===== config.mk =====
export PLATFORM = sky130hd
export DESIGN_NAME = i2c_rtc_register_file_flat
export DESIGN_NICKNAME = d
export VERILOG_FILES = /design/src/rtl/core/rtcrf_pkg.sv /design/src/rtl/core/rtcrf_chan_if.sv /design/src/rtl/core/i2c_rtc_register_file.sv /design/src/flat_wrapper.sv
export SDC_FILE = /design/constraint.sdc
export NUM_CORES = 1
export LEC_CHECK = 0
export BUFFER_PORTS_ARGS = -buffer_cell sky130_fd_sc_hd__buf_2
export CAP_MARGIN = 5
export CELL_PAD_IN_SITES_DETAIL_PLACEMENT = 0
export CELL_PAD_IN_SITES_GLOBAL_PLACEMENT = 1
export CORE_UTILIZATION = 40
export CTS_CLUSTER_DIAMETER = 50
export DETAILED_ROUTE_END_ITERATION = 16
export PLACE_DENSITY = 0.68
export SETUP_SLACK_MARGIN = 0.05
export SLEW_MARGIN = 5
export SYNTH_ARGS = -nofsm -noshare
export SYNTH_HDL_FRONTEND = slang
export SYNTH_SLANG_ARGS = --single-unit

===== constraint.sdc =====
create_clock -name clk -period 7.4 [get_ports clk]
set_input_delay 1.48 -clock clk [delete_from_list [all_inputs] [get_ports clk]]
set_output_delay 1.48 -clock clk [all_outputs]
set_load 0.05 [all_outputs]

===== src/rtl/core/rtcrf_pkg.sv =====
// ----------------------------------------------------------------------------
// rtcrf_pkg
// Shared types, register map, masks and helper functions of the RTC
// register file.
// ----------------------------------------------------------------------------
`default_nettype none

package rtcrf_pkg;

  // Request kinds
  typedef enum logic [1:0] {
    OP_WRITE  = 2'd0,
    OP_READ   = 2'd1,
    OP_FINISH = 2'd2,
    OP_EVENT  = 2'd3
  } rtcrf_op_t;

  // Register map
  localparam logic [7:0] ADDR_CTRL1   = 8'h00;
  localparam logic [7:0] ADDR_CTRL2   = 8'h01;
  localparam logic [7:0] ADDR_SECONDS = 8'h02;
  localparam logic [7:0] ADDR_YEARS   = 8'h08;
  localparam logic [7:0] ADDR_ALARM0  = 8'h09;
  localparam logic [7:0] ADDR_ALARM3  = 8'h0C;
  localparam logic [7:0] ADDR_CLKOUT  = 8'h0D;
  localparam logic [7:0] ADDR_TMRCTL  = 8'h0E;
  localparam logic [7:0] ADDR_TMRCNT  = 8'h0F;

  // Write masks
  localparam logic [7:0] CTRL1_MASK  = 8'hA8;
  localparam logic [4:0] CTRL2_MASK  = 5'h1F;
  localparam logic [7:0] ALARM_MASK  = 8'hBF;
  localparam logic [7:0] WDAY_MASK   = 8'h87;
  localparam logic [7:0] CTL_MASK    = 8'h83;
  localparam logic [7:0] UNMAPPED    = 8'hFF;

  // Reset values
  localparam logic [7:0] CTRL1_RST   = 8'h08;
  localparam logic [7:0] ALARM_RST   = 8'h80;
  localparam logic [7:0] CTL_RST     = 8'h83;

  // control_two and timer control bit positions
  localparam int unsigned C2_TIE   = 0;
  localparam int unsigned C2_AIE   = 1;
  localparam int unsigned C2_TF    = 2;
  localparam int unsigned C2_AF    = 3;
  localparam int unsigned C2_TI_TP = 4;
  localparam int unsigned TC_TE    = 7;

  localparam int unsigned NUM_TIME  = 7;
  localparam int unsigned NUM_ALARM = 4;

  typedef struct packed {
    logic [7:0] read_data;
    logic       irq_level;
    logic       irq_pulse;
  } rtcrf_result_t;

  // Field mask applied before BCD decode
  function automatic logic [7:0] time_mask(input logic [2:0] idx);
    logic [7:0] m;
    case (idx)
      3'd0, 3'd1: m = 8'h7F;
      3'd2, 3'd3: m = 8'h3F;
      3'd4:       m = 8'h07;
      3'd5:       m = 8'h1F;
      default:    m = 8'hFF;
    endcase
    return m;
  endfunction

  function automatic logic [6:0] time_low(input logic [2:0] idx);
    return (idx == 3'd3 || idx == 3'd5) ? 7'd1 : 7'd0;
  endfunction

  function automatic logic [6:0] time_high(input logic [2:0] idx);
    logic [6:0] h;
    case (idx)
      3'd0, 3'd1: h = 7'd59;
      3'd2:       h = 7'd23;
      3'd3:       h = 7'd31;
      3'd4:       h = 7'd6;
      3'd5:       h = 7'd12;
      default:    h = 7'd99;
    endcase
    return h;
  endfunction

  // tens*10 + units, nibbles above nine included
  function automatic logic [7:0] bcd_decode(input logic [7:0] v);
    logic [7:0] tens;
    tens = {4'd0, v[7:4]};
    return (tens << 3) + (tens << 1) + {4'd0, v[3:0]};
  endfunction

  // Binary 0..99 to two BCD digits; tens by reciprocal multiply (205/2048)
  function automatic logic [7:0] bcd_encode(input logic [6:0] v);
    logic [14:0] prod;
    logic [3:0]  tens;
    logic [6:0]  units;
    prod  = {8'd0, v} * 15'd205;
    tens  = prod[14:11];
    units = v - ({3'd0, tens} << 3) - ({3'd0, tens} << 1);
    return {tens, units[3:0]};
  endfunction

  // Interrupt evaluation: returns {line, pulse}
  function automatic logic [1:0] irq_eval(input logic [4:0] c2);
    logic line;
    logic pulse;
    line  = 1'b0;
    pulse = 1'b0;
    if (c2[C2_TF] && c2[C2_TIE]) begin
      if (c2[C2_TI_TP]) pulse = 1'b1;
      else              line  = 1'b1;
    end
    if (c2[C2_AF] && c2[C2_AIE]) line = 1'b1;
    return {line, pulse};
  endfunction

endpackage

`default_nettype wire


===== src/rtl/core/rtcrf_chan_if.sv =====
// ----------------------------------------------------------------------------
// rtcrf channel interfaces
// Valid/ready request and result channels of the RTC register file.
// ----------------------------------------------------------------------------
`default_nettype none

interface rtcrf_in_if;
  logic       valid;
  logic       ready;
  logic [1:0] opcode;
  logic [7:0] data_byte;
  logic [1:0] tick_source;
  logic       is_tick;

  modport source (output valid, opcode, data_byte, tick_source, is_tick, input ready);
  modport sink   (input valid, opcode, data_byte, tick_source, is_tick, output ready);
endinterface

interface rtcrf_out_if;
  logic       valid;
  logic       ready;
  logic [7:0] read_data;
  logic       irq_level;
  logic       irq_pulse;

  modport source (output valid, read_data, irq_level, irq_pulse, input ready);
  modport sink   (input valid, read_data, irq_level, irq_pulse, output ready);
endinterface

`default_nettype wire


===== src/rtl/core/i2c_rtc_register_file.sv =====
// ----------------------------------------------------------------------------
// i2c_rtc_register_file
// Byte-level register file of an I2C real-time clock with countdown timer,
// alarm flag and interrupt generation.
// ----------------------------------------------------------------------------
// Each request (bus write byte, bus read byte, transfer finish or time event)
// yields exactly one result. A request is captured in an input register and
// processed from there into the result register; a stalled result keeps it
// in the input register. One request is accepted every cycle as long as
// results are taken; the input register and the result register together
// hold at most two requests, and the input is ready whenever the input
// register is empty or the result register can advance. There are no
// memories and no startup sweep: reset loads the control and architectural
// registers with their documented values; payload registers are not reset.
`default_nettype none

module i2c_rtc_register_file (
  input  wire logic   clk,
  input  wire logic   rst_n,
  rtcrf_in_if.sink    in_ch,
  rtcrf_out_if.source out_ch
);
  import rtcrf_pkg::*;

  // Pipeline control
  logic          in_v_r;
  logic          out_v_r;
  logic          adv;

  // Captured request
  rtcrf_op_t     op_r;
  logic [7:0]    data_r;
  logic [1:0]    src_r;
  logic          tick_r;

  rtcrf_result_t res_r;
  rtcrf_result_t res_nxt;

  // Architectural state
  logic [7:0] ptr_r,    ptr_nxt;
  logic       expa_r,   expa_nxt;
  logic [7:0] ctrl1_r,  ctrl1_nxt;
  logic [4:0] ctrl2_r,  ctrl2_nxt;
  logic       vlow_r,   vlow_nxt;
  logic [6:0] time_r    [NUM_TIME];
  logic [6:0] time_nxt  [NUM_TIME];
  logic [7:0] alarm_r   [NUM_ALARM];
  logic [7:0] alarm_nxt [NUM_ALARM];
  logic [7:0] clkout_r, clkout_nxt;
  logic [7:0] tmrctl_r, tmrctl_nxt;
  logic [7:0] tmrcnt_r, tmrcnt_nxt;
  logic       run_r,    run_nxt;
  logic       irq_r,    irq_nxt;

  // Address decode helpers
  logic [2:0] tidx;
  logic [1:0] aidx;
  logic [7:0] tval;
  logic       t_ok;
  logic       is_time;
  logic       is_alarm;
  logic [7:0] alarm_mask;
  logic [1:0] ev;

  assign adv         = !out_v_r || out_ch.ready;
  assign in_ch.ready = !in_v_r || adv;

  assign out_ch.valid     = out_v_r;
  assign out_ch.read_data = res_r.read_data;
  assign out_ch.irq_level = res_r.irq_level;
  assign out_ch.irq_pulse = res_r.irq_pulse;

  // Decode the pointer into time and alarm slots
  assign tidx     = ptr_r[2:0] - 3'd2;
  assign aidx     = ptr_r[1:0] - 2'd1;
  assign is_time  = (ptr_r >= ADDR_SECONDS) && (ptr_r <= ADDR_YEARS);
  assign is_alarm = (ptr_r >= ADDR_ALARM0) && (ptr_r <= ADDR_ALARM3);
  assign tval     = bcd_decode(data_r & time_mask(tidx));
  assign t_ok     = (tval >= {1'b0, time_low(tidx)}) && (tval <= {1'b0, time_high(tidx)});
  assign alarm_mask = (aidx == 2'd0) ? UNMAPPED :
                      (aidx == 2'd3) ? WDAY_MASK : ALARM_MASK;

  // Next state and result for the captured request
  always_comb begin
    ptr_nxt    = ptr_r;
    expa_nxt   = expa_r;
    ctrl1_nxt  = ctrl1_r;
    ctrl2_nxt  = ctrl2_r;
    vlow_nxt   = vlow_r;
    time_nxt   = time_r;
    alarm_nxt  = alarm_r;
    clkout_nxt = clkout_r;
    tmrctl_nxt = tmrctl_r;
    tmrcnt_nxt = tmrcnt_r;
    run_nxt    = run_r;
    irq_nxt    = irq_r;
    ev         = 2'b00;
    res_nxt.read_data = UNMAPPED;
    res_nxt.irq_pulse = 1'b0;

    unique case (op_r)
      OP_WRITE: begin
        if (expa_r) begin
          ptr_nxt  = data_r;
          expa_nxt = 1'b0;
        end else begin
          ptr_nxt = ptr_r + 8'd1;
          if (ptr_r == ADDR_CTRL1) begin
            ctrl1_nxt = data_r & CTRL1_MASK;
          end else if (ptr_r == ADDR_CTRL2) begin
            ctrl2_nxt = data_r[4:0] & CTRL2_MASK;
          end else if (is_time) begin
            if (t_ok) time_nxt[tidx] = tval[6:0];
            if (ptr_r == ADDR_SECONDS) vlow_nxt = data_r[7];
          end else if (is_alarm) begin
            alarm_nxt[aidx] = data_r & alarm_mask;
          end else if (ptr_r == ADDR_CLKOUT) begin
            clkout_nxt = data_r & CTL_MASK;
          end else if (ptr_r == ADDR_TMRCTL) begin
            tmrctl_nxt = data_r & CTL_MASK;
            if (!data_r[TC_TE]) run_nxt = 1'b0;
          end else if (ptr_r == ADDR_TMRCNT) begin
            tmrcnt_nxt = data_r;
            if (tmrctl_r[TC_TE]) run_nxt = 1'b1;
          end
        end
      end
      OP_READ: begin
        ptr_nxt = ptr_r + 8'd1;
        if (ptr_r == ADDR_CTRL1)        res_nxt.read_data = ctrl1_r;
        else if (ptr_r == ADDR_CTRL2)   res_nxt.read_data = {3'd0, ctrl2_r};
        else if (ptr_r == ADDR_SECONDS) res_nxt.read_data = {vlow_r, 7'd0} |
                                                            bcd_encode(time_r[0]);
        else if (is_time)               res_nxt.read_data = bcd_encode(time_r[tidx]);
        else if (is_alarm)              res_nxt.read_data = alarm_r[aidx];
        else if (ptr_r == ADDR_CLKOUT)  res_nxt.read_data = clkout_r;
        else if (ptr_r == ADDR_TMRCTL)  res_nxt.read_data = tmrctl_r;
        else if (ptr_r == ADDR_TMRCNT)  res_nxt.read_data = tmrcnt_r;
      end
      OP_FINISH: begin
        expa_nxt = 1'b1;
        ev = irq_eval(ctrl2_r);
        irq_nxt = ev[1];
        res_nxt.irq_pulse = ev[0];
      end
      OP_EVENT: begin
        if (tick_r) begin
          // Count down on the selected source while running, expire at one or zero
          if (run_r && (src_r == tmrctl_r[1:0])) begin
            if (tmrcnt_r <= 8'd1) begin
              tmrcnt_nxt = 8'd0;
              run_nxt    = 1'b0;
              ctrl2_nxt[C2_TF] = 1'b1;
              ev = irq_eval(ctrl2_nxt);
              irq_nxt = ev[1];
              res_nxt.irq_pulse = ev[0];
            end else begin
              tmrcnt_nxt = tmrcnt_r - 8'd1;
            end
          end
        end else begin
          // Alarm match: raise the flag and re-evaluate
          ctrl2_nxt[C2_AF] = 1'b1;
          ev = irq_eval(ctrl2_nxt);
          irq_nxt = ev[1];
          res_nxt.irq_pulse = ev[0];
        end
      end
      default: begin
        ptr_nxt = ptr_r;
      end
    endcase
    res_nxt.irq_level = irq_nxt;
  end

  // Control and architectural state
  always_ff @(posedge clk) begin
    if (!rst_n) begin
      in_v_r   <= 1'b0;
      out_v_r  <= 1'b0;
      ptr_r    <= 8'd0;
      expa_r   <= 1'b1;
      ctrl1_r  <= CTRL1_RST;
      ctrl2_r  <= 5'd0;
      vlow_r   <= 1'b1;
      for (int i = 0; i < NUM_TIME; i++) time_r[i] <= 7'd0;
      for (int i = 0; i < NUM_ALARM; i++) alarm_r[i] <= ALARM_RST;
      clkout_r <= CTL_RST;
      tmrctl_r <= CTL_RST;
      tmrcnt_r <= 8'd0;
      run_r    <= 1'b0;
      irq_r    <= 1'b0;
    end else begin
      if (in_ch.valid && in_ch.ready) begin
        in_v_r <= 1'b1;
      end else if (adv) begin
        in_v_r <= 1'b0;
      end
      if (adv) begin
        out_v_r <= in_v_r;
      end
      // Commit state only when the request moves to the result register
      if (adv && in_v_r) begin
        ptr_r    <= ptr_nxt;
        expa_r   <= expa_nxt;
        ctrl1_r  <= ctrl1_nxt;
        ctrl2_r  <= ctrl2_nxt;
        vlow_r   <= vlow_nxt;
        time_r   <= time_nxt;
        alarm_r  <= alarm_nxt;
        clkout_r <= clkout_nxt;
        tmrctl_r <= tmrctl_nxt;
        tmrcnt_r <= tmrcnt_nxt;
        run_r    <= run_nxt;
        irq_r    <= irq_nxt;
      end
    end
  end

  // Payload registers
  always_ff @(posedge clk) begin
    if (in_ch.valid && in_ch.ready) begin
      op_r   <= rtcrf_op_t'(in_ch.opcode);
      data_r <= in_ch.data_byte;
      src_r  <= in_ch.tick_source;
      tick_r <= in_ch.is_tick;
    end
    if (adv && in_v_r) begin
      res_r <= res_nxt;
    end
  end

endmodule

`default_nettype wire


===== src/flat_wrapper.sv =====
// flat-port wrapper written by rule: the top's interface ports become plain ports
module i2c_rtc_register_file_flat import rtcrf_pkg::*;
  (clk, rst_n, in_ch_valid, in_ch_opcode, in_ch_data_byte, in_ch_tick_source, in_ch_is_tick, in_ch_ready, out_ch_valid, out_ch_read_data, out_ch_irq_level, out_ch_irq_pulse, out_ch_ready);
  rtcrf_in_if in_ch_i ();
  rtcrf_out_if out_ch_i ();
  input  wire logic clk;
  input  wire logic rst_n;
  input wire logic [$bits(in_ch_i.valid)-1:0] in_ch_valid;
  input wire logic [$bits(in_ch_i.opcode)-1:0] in_ch_opcode;
  input wire logic [$bits(in_ch_i.data_byte)-1:0] in_ch_data_byte;
  input wire logic [$bits(in_ch_i.tick_source)-1:0] in_ch_tick_source;
  input wire logic [$bits(in_ch_i.is_tick)-1:0] in_ch_is_tick;
  output wire logic [$bits(in_ch_i.ready)-1:0] in_ch_ready;
  output wire logic [$bits(out_ch_i.valid)-1:0] out_ch_valid;
  output wire logic [$bits(out_ch_i.read_data)-1:0] out_ch_read_data;
  output wire logic [$bits(out_ch_i.irq_level)-1:0] out_ch_irq_level;
  output wire logic [$bits(out_ch_i.irq_pulse)-1:0] out_ch_irq_pulse;
  input wire logic [$bits(out_ch_i.ready)-1:0] out_ch_ready;
  assign in_ch_i.valid = in_ch_valid;
  assign in_ch_i.opcode = in_ch_opcode;
  assign in_ch_i.data_byte = in_ch_data_byte;
  assign in_ch_i.tick_source = in_ch_tick_source;
  assign in_ch_i.is_tick = in_ch_is_tick;
  assign in_ch_ready = in_ch_i.ready;
  assign out_ch_valid = out_ch_i.valid;
  assign out_ch_read_data = out_ch_i.read_data;
  assign out_ch_irq_level = out_ch_i.irq_level;
  assign out_ch_irq_pulse = out_ch_i.irq_pulse;
  assign out_ch_i.ready = out_ch_ready;
  i2c_rtc_register_file u_core (.clk(clk), .rst_n(rst_n), .in_ch(in_ch_i), .out_ch(out_ch_i));
endmodule

=== Yosys cells after proc, flatten, opt, wreduce, memory -nomap -nowiden ===
Index checks and enable logic that the tools add are counted.

* Flip-flop bits (word level): 140
* Bits in latches: 0
* Memory bits (writable): 0
* ROM bits: 0
* Bits of input ports: 17
* Output and inout port bits: 12
* Word-level logic and storage cells: 216
* Memories kept: 0

* Add/subtract/negate cells: 10
* $mul: 2
* Div/mod/pow operators: 0
* $lt $le $gt $ge: 11
* Eq/ne operators: 31
* Shift-type cells: 0
* Muxes and demuxes: 81
* Bitwise logic cells: 11
* Reductions and logical operators: 38

{| class="wikitable"
|+ Operators with widths
! kind !! count
|-
| 8-bit two-way mux || 24
|-
| 49-bit bitwise mux || 1
|-
| 1-bit two-way mux || 35
|-
| 7-bit case mux with 5 select lines || 1
|-
| 32-bit bitwise mux || 1
|-
| 8-bit case mux with 2 select lines || 2
|-
| 8-bit case mux with 4 select lines || 1
|-
| 7-bit by 8-bit multiplier with 15-bit output (second input constant) || 2
|-
| 8-bit by 4-bit equality test with 1-bit output (second input constant) || 3
|-
| 7-bit binary-select mux with 3-bit select || 1
|-
| 7-bit demux with 3-bit select || 1
|-
| 7-bit two-way mux || 3
|-
| 7-bit AND reduction || 3
|-
| 8-bit AND || 2
|-
| 8-bit binary-select mux with 2-bit select || 1
|-
| 8-bit demux with 2-bit select || 1
|-
| 8-bit by 4-bit less-or-equal comparator with 1-bit output (second input constant) || 2
|-
| 2-bit inequality test (second input constant) || 8
|-
| 8-bit AND reduction || 2
|-
| 4-bit subtractor || 4
|-
| 14-bit AND reduction || 1
|-
| 4-bit two-way mux || 3
|-
| 12-bit AND reduction || 1
|-
| 1-bit logical AND || 10
|-
| 45 further kinds || 71
|}

=== Longest topological paths before layout ===
Gate-level depths: netlist (run 1).

* Word-level depth: 12
* Gate-level depth with buffers: 29
* Gate-level depth less buffers: 27

=== Worst setup path before layout (run 1) ===
OpenSTA, ideal clock, no wires.

* Path kind: reg-to-reg
* Start: reg u_core.ptr_r[1]
* End: reg u_core.res_r, in the netlist u_core.out_ch.read_data[2], data pin
* Library setup time: 275 ps
* Data arrival time: 6220 ps
* Data required time: 7125 ps
* Path slack: 905 ps
* Stages on the path, launching flop included: 28
* Buffers on the path: 3
* Clock period less this slack: 6495 ps
* Cells stage by stage: dfxtp_1 inv_1 clkbuf_1 ha_1 buf_2 buf_1 mux4_2 mux2i_1 inv_1 ha_1 fa_1 ha_1 inv_1 fa_1 inv_1 ha_1 nand4_1 nor3_1 nand4_1 a41oi_1 nor2_1 ha_1 xor2_1 nand2_1 a21oi_1 a21oi_1 a21oi_1 o21ai_0

* Cells in the longest elaborated chain, start to end: 11
* Elaborated cells between the ends (all ways): 33
* Those cells by class: add/sub: 4; mul: 1; order compare: 4; eq/ne: 5; mux: 14; bitwise: 2; reduce/logical: 3

{| class="wikitable"
|+ Ends and longest elaborated chain
! what !! line !! source
|-
| from (decl) || i2c_rtc_register_file.sv:40 || <nowiki>logic [7:0] ptr_r, ptr_nxt;</nowiki>
|-
| from (signal assigned) || i2c_rtc_register_file.sv:204 || <nowiki>ptr_r <= ptr_nxt;</nowiki>
|-
| 3-bit by 2-bit subtractor with 3-bit output || i2c_rtc_register_file.sv:74 || <nowiki>assign tidx = ptr_r[2:0] - 3'd2;</nowiki>
|-
| 3-bit inverter with 4-bit output (not written as such) || i2c_rtc_register_file.sv:134 || <nowiki>else if (is_time) res_nxt.read_data = bcd_encode(time_r[tidx]);</nowiki>
|-
| 7-bit binary-select mux with 3-bit select || i2c_rtc_register_file.sv:134 ||
|-
| 7-bit two-way mux (not written as such) (2 in a row) || i2c_rtc_register_file.sv:134 ||
|-
| 7-bit by 8-bit multiplier with 15-bit output / 4-bit subtractor (equally long branches) || rtcrf_pkg.sv:101, rtcrf_pkg.sv:103 ||
|-
| 4-bit subtractor || rtcrf_pkg.sv:103 || <nowiki>units = v - ({3'd0, tens} << 3) - ({3'd0, tens} << 1);</nowiki>
|-
| 8-bit two-way mux || i2c_rtc_register_file.sv:134 ||
|-
| 8-bit two-way mux || i2c_rtc_register_file.sv:132 || <nowiki>else if (ptr_r == ADDR_SECONDS) res_nxt.read_data = {vlow_r, 7'd0} |</nowiki>
|-
| 8-bit two-way mux || i2c_rtc_register_file.sv:131 || <nowiki>else if (ptr_r == ADDR_CTRL2) res_nxt.read_data = {3'd0, ctrl2_r};</nowiki>
|-
| 8-bit two-way mux * || i2c_rtc_register_file.sv:130 || <nowiki>if (ptr_r == ADDR_CTRL1) res_nxt.read_data = ctrl1_r;</nowiki>
|-
| to (signal assigned) || i2c_rtc_register_file.sv:229 || <nowiki>res_r <= res_nxt;</nowiki>
|-
| to (decl) || i2c_rtc_register_file.sv:36 || <nowiki>rtcrf_result_t res_r;</nowiki>
|}

Every way passes the cells marked *; elsewhere a longest branch is shown, timed or not. The select of a mux whose other input is x is not followed.
A chain may end at the register's enable or synchronous reset.

=== Final worst setup path (run 1) ===
* Start: reg u_core.ptr_r[2]
* End: reg u_core.res_r, in the netlist u_core.out_ch.read_data[2], data pin

The elaborated chain is that of the path after synthesis.

==> results of run 1 <==
## sequential cells by signal, indices dropped and copies added, names as in the netlist, 2 cells and up
name	flops
u_core.ctrl2_r	5
u_core.clkout_r	3
u_core.ptr_r	8
u_core.time_r	49
u_core.out_ch.read_data	8
u_core.tmrcnt_r	8
u_core.data_r	8
u_core.alarm_r	32
u_core.src_r	2
u_core.tmrctl_r	3
u_core.op_r	2
u_core.ctrl1_r	3
## stage by stage
step / power, mW / instance area (um2)
detailed placement: 1.07 / 9990
CTS: 1.91 / 10600
global route: 1.97 / 10600
global placement: 1.07 / 9990
floorplan: 0.994 / 9570
finish: 1.90 / 10600
## layout by cell type (no fill, tap or decap), types with 7 or more instances in the layout
master and instances:
dfxtp_1 116, ha_1 111, nor2_1 104, nand2_1 88
inv_1 75, a21oi_1 61, mux2i_1 58, nand3_1 37
nor2b_1 36, o21ai_0 35, buf_2 28, edfxtp_1 23
a21boi_1 20, nor3_1 19, xnor2_1 18, fa_1 18
clkbuf_16 17, mux4_2 16, o211ai_1 15, buf_4 12
a211oi_1 10, nor3b_1 10, and2_1 9, nand2b_1 9
nand4_1 7
## metal layers
layer / vias to the layer above / part of all wire, % / GRT usage, % / wire (um)
met2: 135 / 44 / 33.8 / 11300
met3: 17 / 3.0 / 3.32 / 769
met1: 3639 / 52 / 32.0 / 13100
li1: 3755 / - / - / -
met4: 0 / 0.86 / 4.76 / 219
met5: - / 0 / 0 / 0
## Yosys cell counts, types with 4 or more instances
master	count	area share [%]
edfxtp_1	23	7.2
a21o_1	4	0.31
o211ai_1	15	1.2
mux2i_1	58	6.1
o2111ai_1	4	0.37
nor2_1	104	4.1
nand2b_1	9	0.59
o21a_1	6	0.47
o22ai_1	6	0.39
buf_2	9	0.47
o32ai_1	4	0.37
or2_2	6	0.39
nor2b_1	36	2.4
xnor2_1	18	1.6
fa_1	18	3.8
nand2_1	88	3.5
a31oi_1	4	0.26
and2_1	9	0.59
nor3b_1	10	0.78
nand4_1	7	0.46
a21oi_1	61	3.2
a21boi_1	20	1.6
inv_1	75	2.9
ha_1	111	15
nand2_2	4	0.26
nor3_1	19	0.99
a41oi_1	4	0.37
clkbuf_1	38	1.5
nand3_1	37	1.9
dfxtp_1	117	24
xor2_1	5	0.46
mux4_2	16	3.8
o21ai_0	35	1.8
a211oi_1	10	0.78
## worst register-to-register path: stages, from the launching register on
cell     delay [ns]
dfxtp_1        0.33
inv_1          0.12
ha_1           0.70
buf_4          0.30
mux2_2         0.18
nand2_1        0.05
a31oi_1        0.66
ha_1           0.39
inv_1          0.07
fa_1           0.40
inv_1          0.07
ha_1           0.22
ha_1           0.31
ha_1           0.30
nand4_1        0.13
nor3_1         0.26
nand4_1        0.18
a41oi_1        0.35
nor2_1         0.12
ha_1           0.31
xor2_1         0.16
nand2_1        0.07
a21oi_1        0.18
a21oi_1        0.06
a21oi_1        0.14
o21ai_0        0.08
## power by group through the flow
stage	Combinational (mW)	Sequential [mW]	Clock, mW
2_1_floorplan	0.174	0.820	0
3_3_place_gp	0.251	0.822	0
3_5_place_dp	0.250	0.821	0
4_1_cts	0.251	0.805	0.856
5_1_grt	0.278	0.806	0.889
6_report	0.251	0.805	0.839
## cell type report
class                           instances  area [um2]  area share [%]
Inverter                               78         293            2.77
Clock buffer                           17         425            4.03
Multi-Input combinational cell        788        6040            57.2
Timing Repair Buffer                   40         230            2.18
Tap cell                              319         399            3.78
Sequential cell                       140        3030            28.7
Clock inverter                         15         135            1.28
## logic make-up after synthesis
| logic type | count (synthesis) | share of synthesized area, % |
|---|---|---|
| and+or+nand+nor | 351 | 17.9 |
| xor gates and xnor gates | 23 | 2.11 |
| buffers and inverters | 130 | 5.34 |
| DFF | 140 | 31.7 |
| AOI/OAI and AO/OA | 208 | 14.5 |
| adders and majority gates | 129 | 18.3 |
| muxes | 77 | 10.2 |
## worst paths after layout
kind	start	endpoint	slack, ns	cells after the start
min reg2reg	u_core.time_r[30]$_SDFFE_PN0P_	u_core.time_r[30]$_SDFFE_PN0P_	0.45	2
max	u_core.ptr_r[2]$_SDFFE_PN0P_	u_core.out_ch.read_data[2]$_SDFFCE_PN1P_	0.97	25
max reg2reg	u_core.ptr_r[2]$_SDFFE_PN0P_	u_core.out_ch.read_data[2]$_SDFFCE_PN1P_	0.97	25
min	u_core.time_r[30]$_SDFFE_PN0P_	u_core.time_r[30]$_SDFFE_PN0P_	0.45	2
==> flow_summary.yaml, run 1 <==
status:
  outcome: "complete, no violations"
setup_path:
  worst-path-buf-inv: 4
  cp_common_cell: "ha_1"
  crit_path_end_kind: "flip-flop"
  cpPeakStageDelay_ns: 0.70
  cp.required_ns: 7.54
  critical_path_class: "reg -> reg"
  crit_family: "adder cells"
  critPathLaunchType: "flip-flop"
  crit_slowest_cell: "ha_1"
  arrival_ns: 6.57
  crit_path_max_fanout: 14
cts:
  cts_hold_buf: 0
  cts.sinks: 140
  cts_tree: "built"
  cts_buffers: 17
  clock_latency_ns: 0.44
  htreeDepth: 4
  post_cts_resize_count: 0
  post_cts_buffers: 0
  clk_pin_slew_ns: 0.07
  cts_root_buf: "clkbuf_16"
  cts_buffer_depth: 2
timing:
  tns_ns: 0
  finalSetupViolations: 0
  finClkSkew_ns: 0.0165
  timing.hold.ws_ns: 0.451
  fin_crit_ns: 6.43
  report.final.slew_viol_count: 0
  worst_slack_ns: 0.974
  relSlewSlack_pct: 27.3
  max_slew.worst_pin.slew_ns: 1.08
  rsz0062_at_grt: "false"
  final_hold_viol_count: 0
  finalCritPeriodShare_pct: 86.8
  max_freq_mhz: 156
power_and_ir_drop:
  swShare_pct: 29.2
  seq_power_share_pct: 42.5
  p_sw_uw: 554
  clockPowerShare_pct: 44.3
  p_leak_nw: 4.65
  vdd_drop_max_mv: 0.147
  p_int_mw: 1.34
  p_comb_share_pct: 13.3
  p_per_area_nw_per_um2: 180
die:
  die_w_um: 157
  initial_core_util_pct: 40.8
  die_y_um: 157
  num_rows: 56
  die_area_um2: 24500
  io_pins: 29
  core_area_um2: 23500
global_route:
  grt_max_degree: 79
  grt_first_pass_wirelength_um: 40900
  grt_usage_pct: 21.9
  overflow: 0
  grt_pass1_vias: 7236
  antenna_found_initial: 0
cells_and_area:
  layoutNonFillerInstCount: 1397
  fin_util_pct: 45.0
  area_growth_pct: 10.3
  drive_gt1_share_pct: 11.0
  fillers: 2350
  nets: 1211
  diodes: 0
synth:
  synth_seq_area_share_pct: 31.7
  async_reset_ff_share_pct: 0
  synth_edf_count: 23
  synth_seq_cells: 140
  synth-main-ff-cell: "dfxtp_1"
  synthCells: 1058
  syn_area_per_cell_um2: 9.04
  synth.distinct_cells: 74
  synthesis.nets: 1204
  synth_warnings: 0
  synth_area_um2: 9570
drt:
  postRouteWirelength_um: 25300
  routed_via_density: 5.40
  first_iter_violations: 439
  drc_errors: 0
  ant_nets: 0
  num_vias: 7546
  wl_per_cell_um: 18.1
  drtPass1Iterations: 4
place:
  hpwlAfterDp_um: 18300
  dp_cells: 1365
  io_buffers: 28
  place_congestion: 0.853
  place_ws_ns: 0.981
job:
  cap_violations: 0
worst_hold_path:
  hold_path_class: "reg -> reg"
(Power assumes the default switching activity.)
==> run 2, diff against run 1 <==
Settings changed: CORE_UTILIZATION 40 to 49, PLACE_DENSITY 0.68 to 0.8.
==> run 2 against run 1 <==
Sequential power barely moved. Sequential share of layout area rose by 0.061 points. Cell count fell by 4.2%. Maximum frequency rose by 0.64%. Global-route usage rose by 3.2 points. Worst hold slack improved by 0.0015 ns. Highest routed layer unchanged. First-iteration DRC count rose by 9.3%. Register-to-register slack improved by 0.04 ns.
==> flow_summary.yaml, run 2 (synthesized netlist as in run 1, its figures left out) <==
setup_path:
  critPathLaunchType: "flip-flop"
  arrival_ns: 6.54
  crit_path_end_kind: "flip-flop"
  crit_chain: "inv_1, ha_1, and2_1, a21oi_1, a21oi_1, ha_1, fa_1, ha_1, inv_1, fa_1, inv_1, ha_1, nand4_1, nor3_1, nand4_1, a41oi_1, nor2_1, ha_1, xor2_1, nand2_1, a21oi_1, a21oi_1, a21oi_1, o21ai_0"
  critical_path_class: "reg -> reg"
  cp.required_ns: 7.56
  crit_path_max_fanout: 15
  cpPeakStageDelay_ns: 0.71
  crit_slowest_cell: "ha_1"
cells_and_area:
  layout_commonest_cell: "dfxtp_1"
  final_cell_mix: "116 x dfxtp_1, 111 x ha_1, 104 x nor2_1, 88 x nand2_1, 75 x inv_1"
  largest_register: "u_core.time_r"
  fillers: 1766
  diodes: 0
  area_growth_pct: 10.1
  top_regs: "u_core.time_r x49, u_core.alarm_r x32"
  nets: 1211
  largest_register_ffs: 49
  fin_util_pct: 55.7
  drive_gt1_share_pct: 11.0
cts:
  cts_buffers: 17
  cts_tree: "built"
  clock_latency_ns: 0.43
  clk_pin_slew_ns: 0.07
  cts_buffer_depth: 2
  htreeDepth: 4
  post_cts_resize_count: 0
  cts_root_buf: "clkbuf_16"
  post_cts_buffers: 0
  cts_hold_buf: 0
  cts.sinks: 140
power_and_ir_drop:
  swShare_pct: 29.2
  p_comb_share_pct: 12.9
  clockPowerShare_pct: 45.7
  p_int_mw: 1.38
  p_per_area_nw_per_um2: 184
  vdd_drop_max_mv: 0.142
  seq_power_share_pct: 41.4
  p_leak_nw: 4.67
  p_sw_uw: 567
place:
  hpwlAfterDp_um: 17200
  place_ws_ns: 1.05
  io_buffers: 28
  place_congestion: 0.921
global_route:
  grt_pass1_vias: 7184
  grt-busiest-layer: "met2"
  use_met3_pct: 5.40
  grt_use_met2_pct: 39.0
  grt_max_degree: 79
  grt_first_pass_wirelength_um: 38600
  overflow: 0
  grt_usage_pct: 25.1
  antenna_found_initial: 0
  met1_usage_pct: 35.0
drt:
  postRouteWirelength_um: 24100
  routed_via_density: 5.61
  ant_nets: 0
  wl_per_cell_um: 18.0
  num_vias: 7504
  first_iter_violations: 480
  drc_errors: 0
  drtPass1Iterations: 5
die:
  core_area_um2: 18900
  num_rows: 50
  die_area_um2: 20100
  initial_core_util_pct: 50.6
  io_pins: 29
  die_y_um: 142
  die_w_um: 142
timing:
  finalSetupViolations: 0
  fin_crit_ns: 6.38
  final_hold_viol_count: 0
  finalCritPeriodShare_pct: 86.3
  finClkSkew_ns: 0.0126
  tns_ns: 0
  max_freq_mhz: 157
  rsz0062_at_grt: "false"
  report.final.slew_viol_count: 0
  max_slew.worst_pin.slew_ns: 1.10
  worst_slack_ns: 1.02
  relSlewSlack_pct: 26.0
status:
  outcome: "complete, no violations"
job:
  cap_violations: 0
worst_hold_path:
  hold_path_class: "reg -> reg"
[run 2: changes by cell type in the layout (fill, tap and decap cells not counted), sizes merged]
| cell | change |
|---|---|
| clkinvlp | -1 |
| clkbuf | +1 |
| inv | +3 |
| clkinv | -3 |
[run 2: cell type report]
class	instances	area (um2)	share of cell area, %
tap	260	325	3.09
inverter	78	293	2.78
clock buffer	18	450	4.28
clock inverter	14	161	1.53
timing repair buffer	40	230	2.19
sequential	140	3030	28.8
multi-input combinational	788	6040	57.3
[run 2: final timing paths]
path                                  startpoint                                        to  slack (ns)  cells after the start
setup / recovery    u_core.ptr_r[2]$_SDFFE_PN0P_  u_core.out_ch.read_data[2]$_SDFFCE_PN1P_        1.02                     24
setup reg to reg    u_core.ptr_r[2]$_SDFFE_PN0P_  u_core.out_ch.read_data[2]$_SDFFCE_PN1P_        1.02                     24
hold / removal    u_core.time_r[33]$_SDFFE_PN0P_            u_core.time_r[33]$_SDFFE_PN0P_        0.45                      2
hold reg to reg   u_core.time_r[33]$_SDFFE_PN0P_            u_core.time_r[33]$_SDFFE_PN0P_        0.45                      2
[run 2: power groups by stage]
stage | Clock [mW] | Sequential [mW] | Combinational (mW)
finish | 0.888 | 0.804 | 0.251
global route | 0.935 | 0.805 | 0.277
global placement | 0 | 0.821 | 0.249
floorplan | 0 | 0.820 | 0.174
CTS | 0.901 | 0.803 | 0.251
detailed placement | 0 | 0.821 | 0.249
[run 2: routing by layer]
layer	vias to the layer above	wire length, um
met5	-	0
met4	0	323
met3	21	1220
met2	154	10600
met1	3576	11900
li1	3753	-
[run 2: metrics by stage]
stage	instances	hold WS (ns)	area [um2]	total power, mW
finish	1338	0.453	10500	1.94
global route	1338	0.482	10500	2.02
CTS	1338	0.454	10500	1.96
detailed placement	1306	0.444	9920	1.07
global placement	1306	0.441	9920	1.07
floorplan	1058	0.429	9570	0.994
[run 2: critical path: cells and delay by family (launching register included)]
kind	cells	cell delay, ns
fa+ha+maj	7	2.97
simple gates	6	1.12
xor+xnor	1	0.16
compound gates	7	1.29
flops	1	0.33
buf+inv	3	0.21
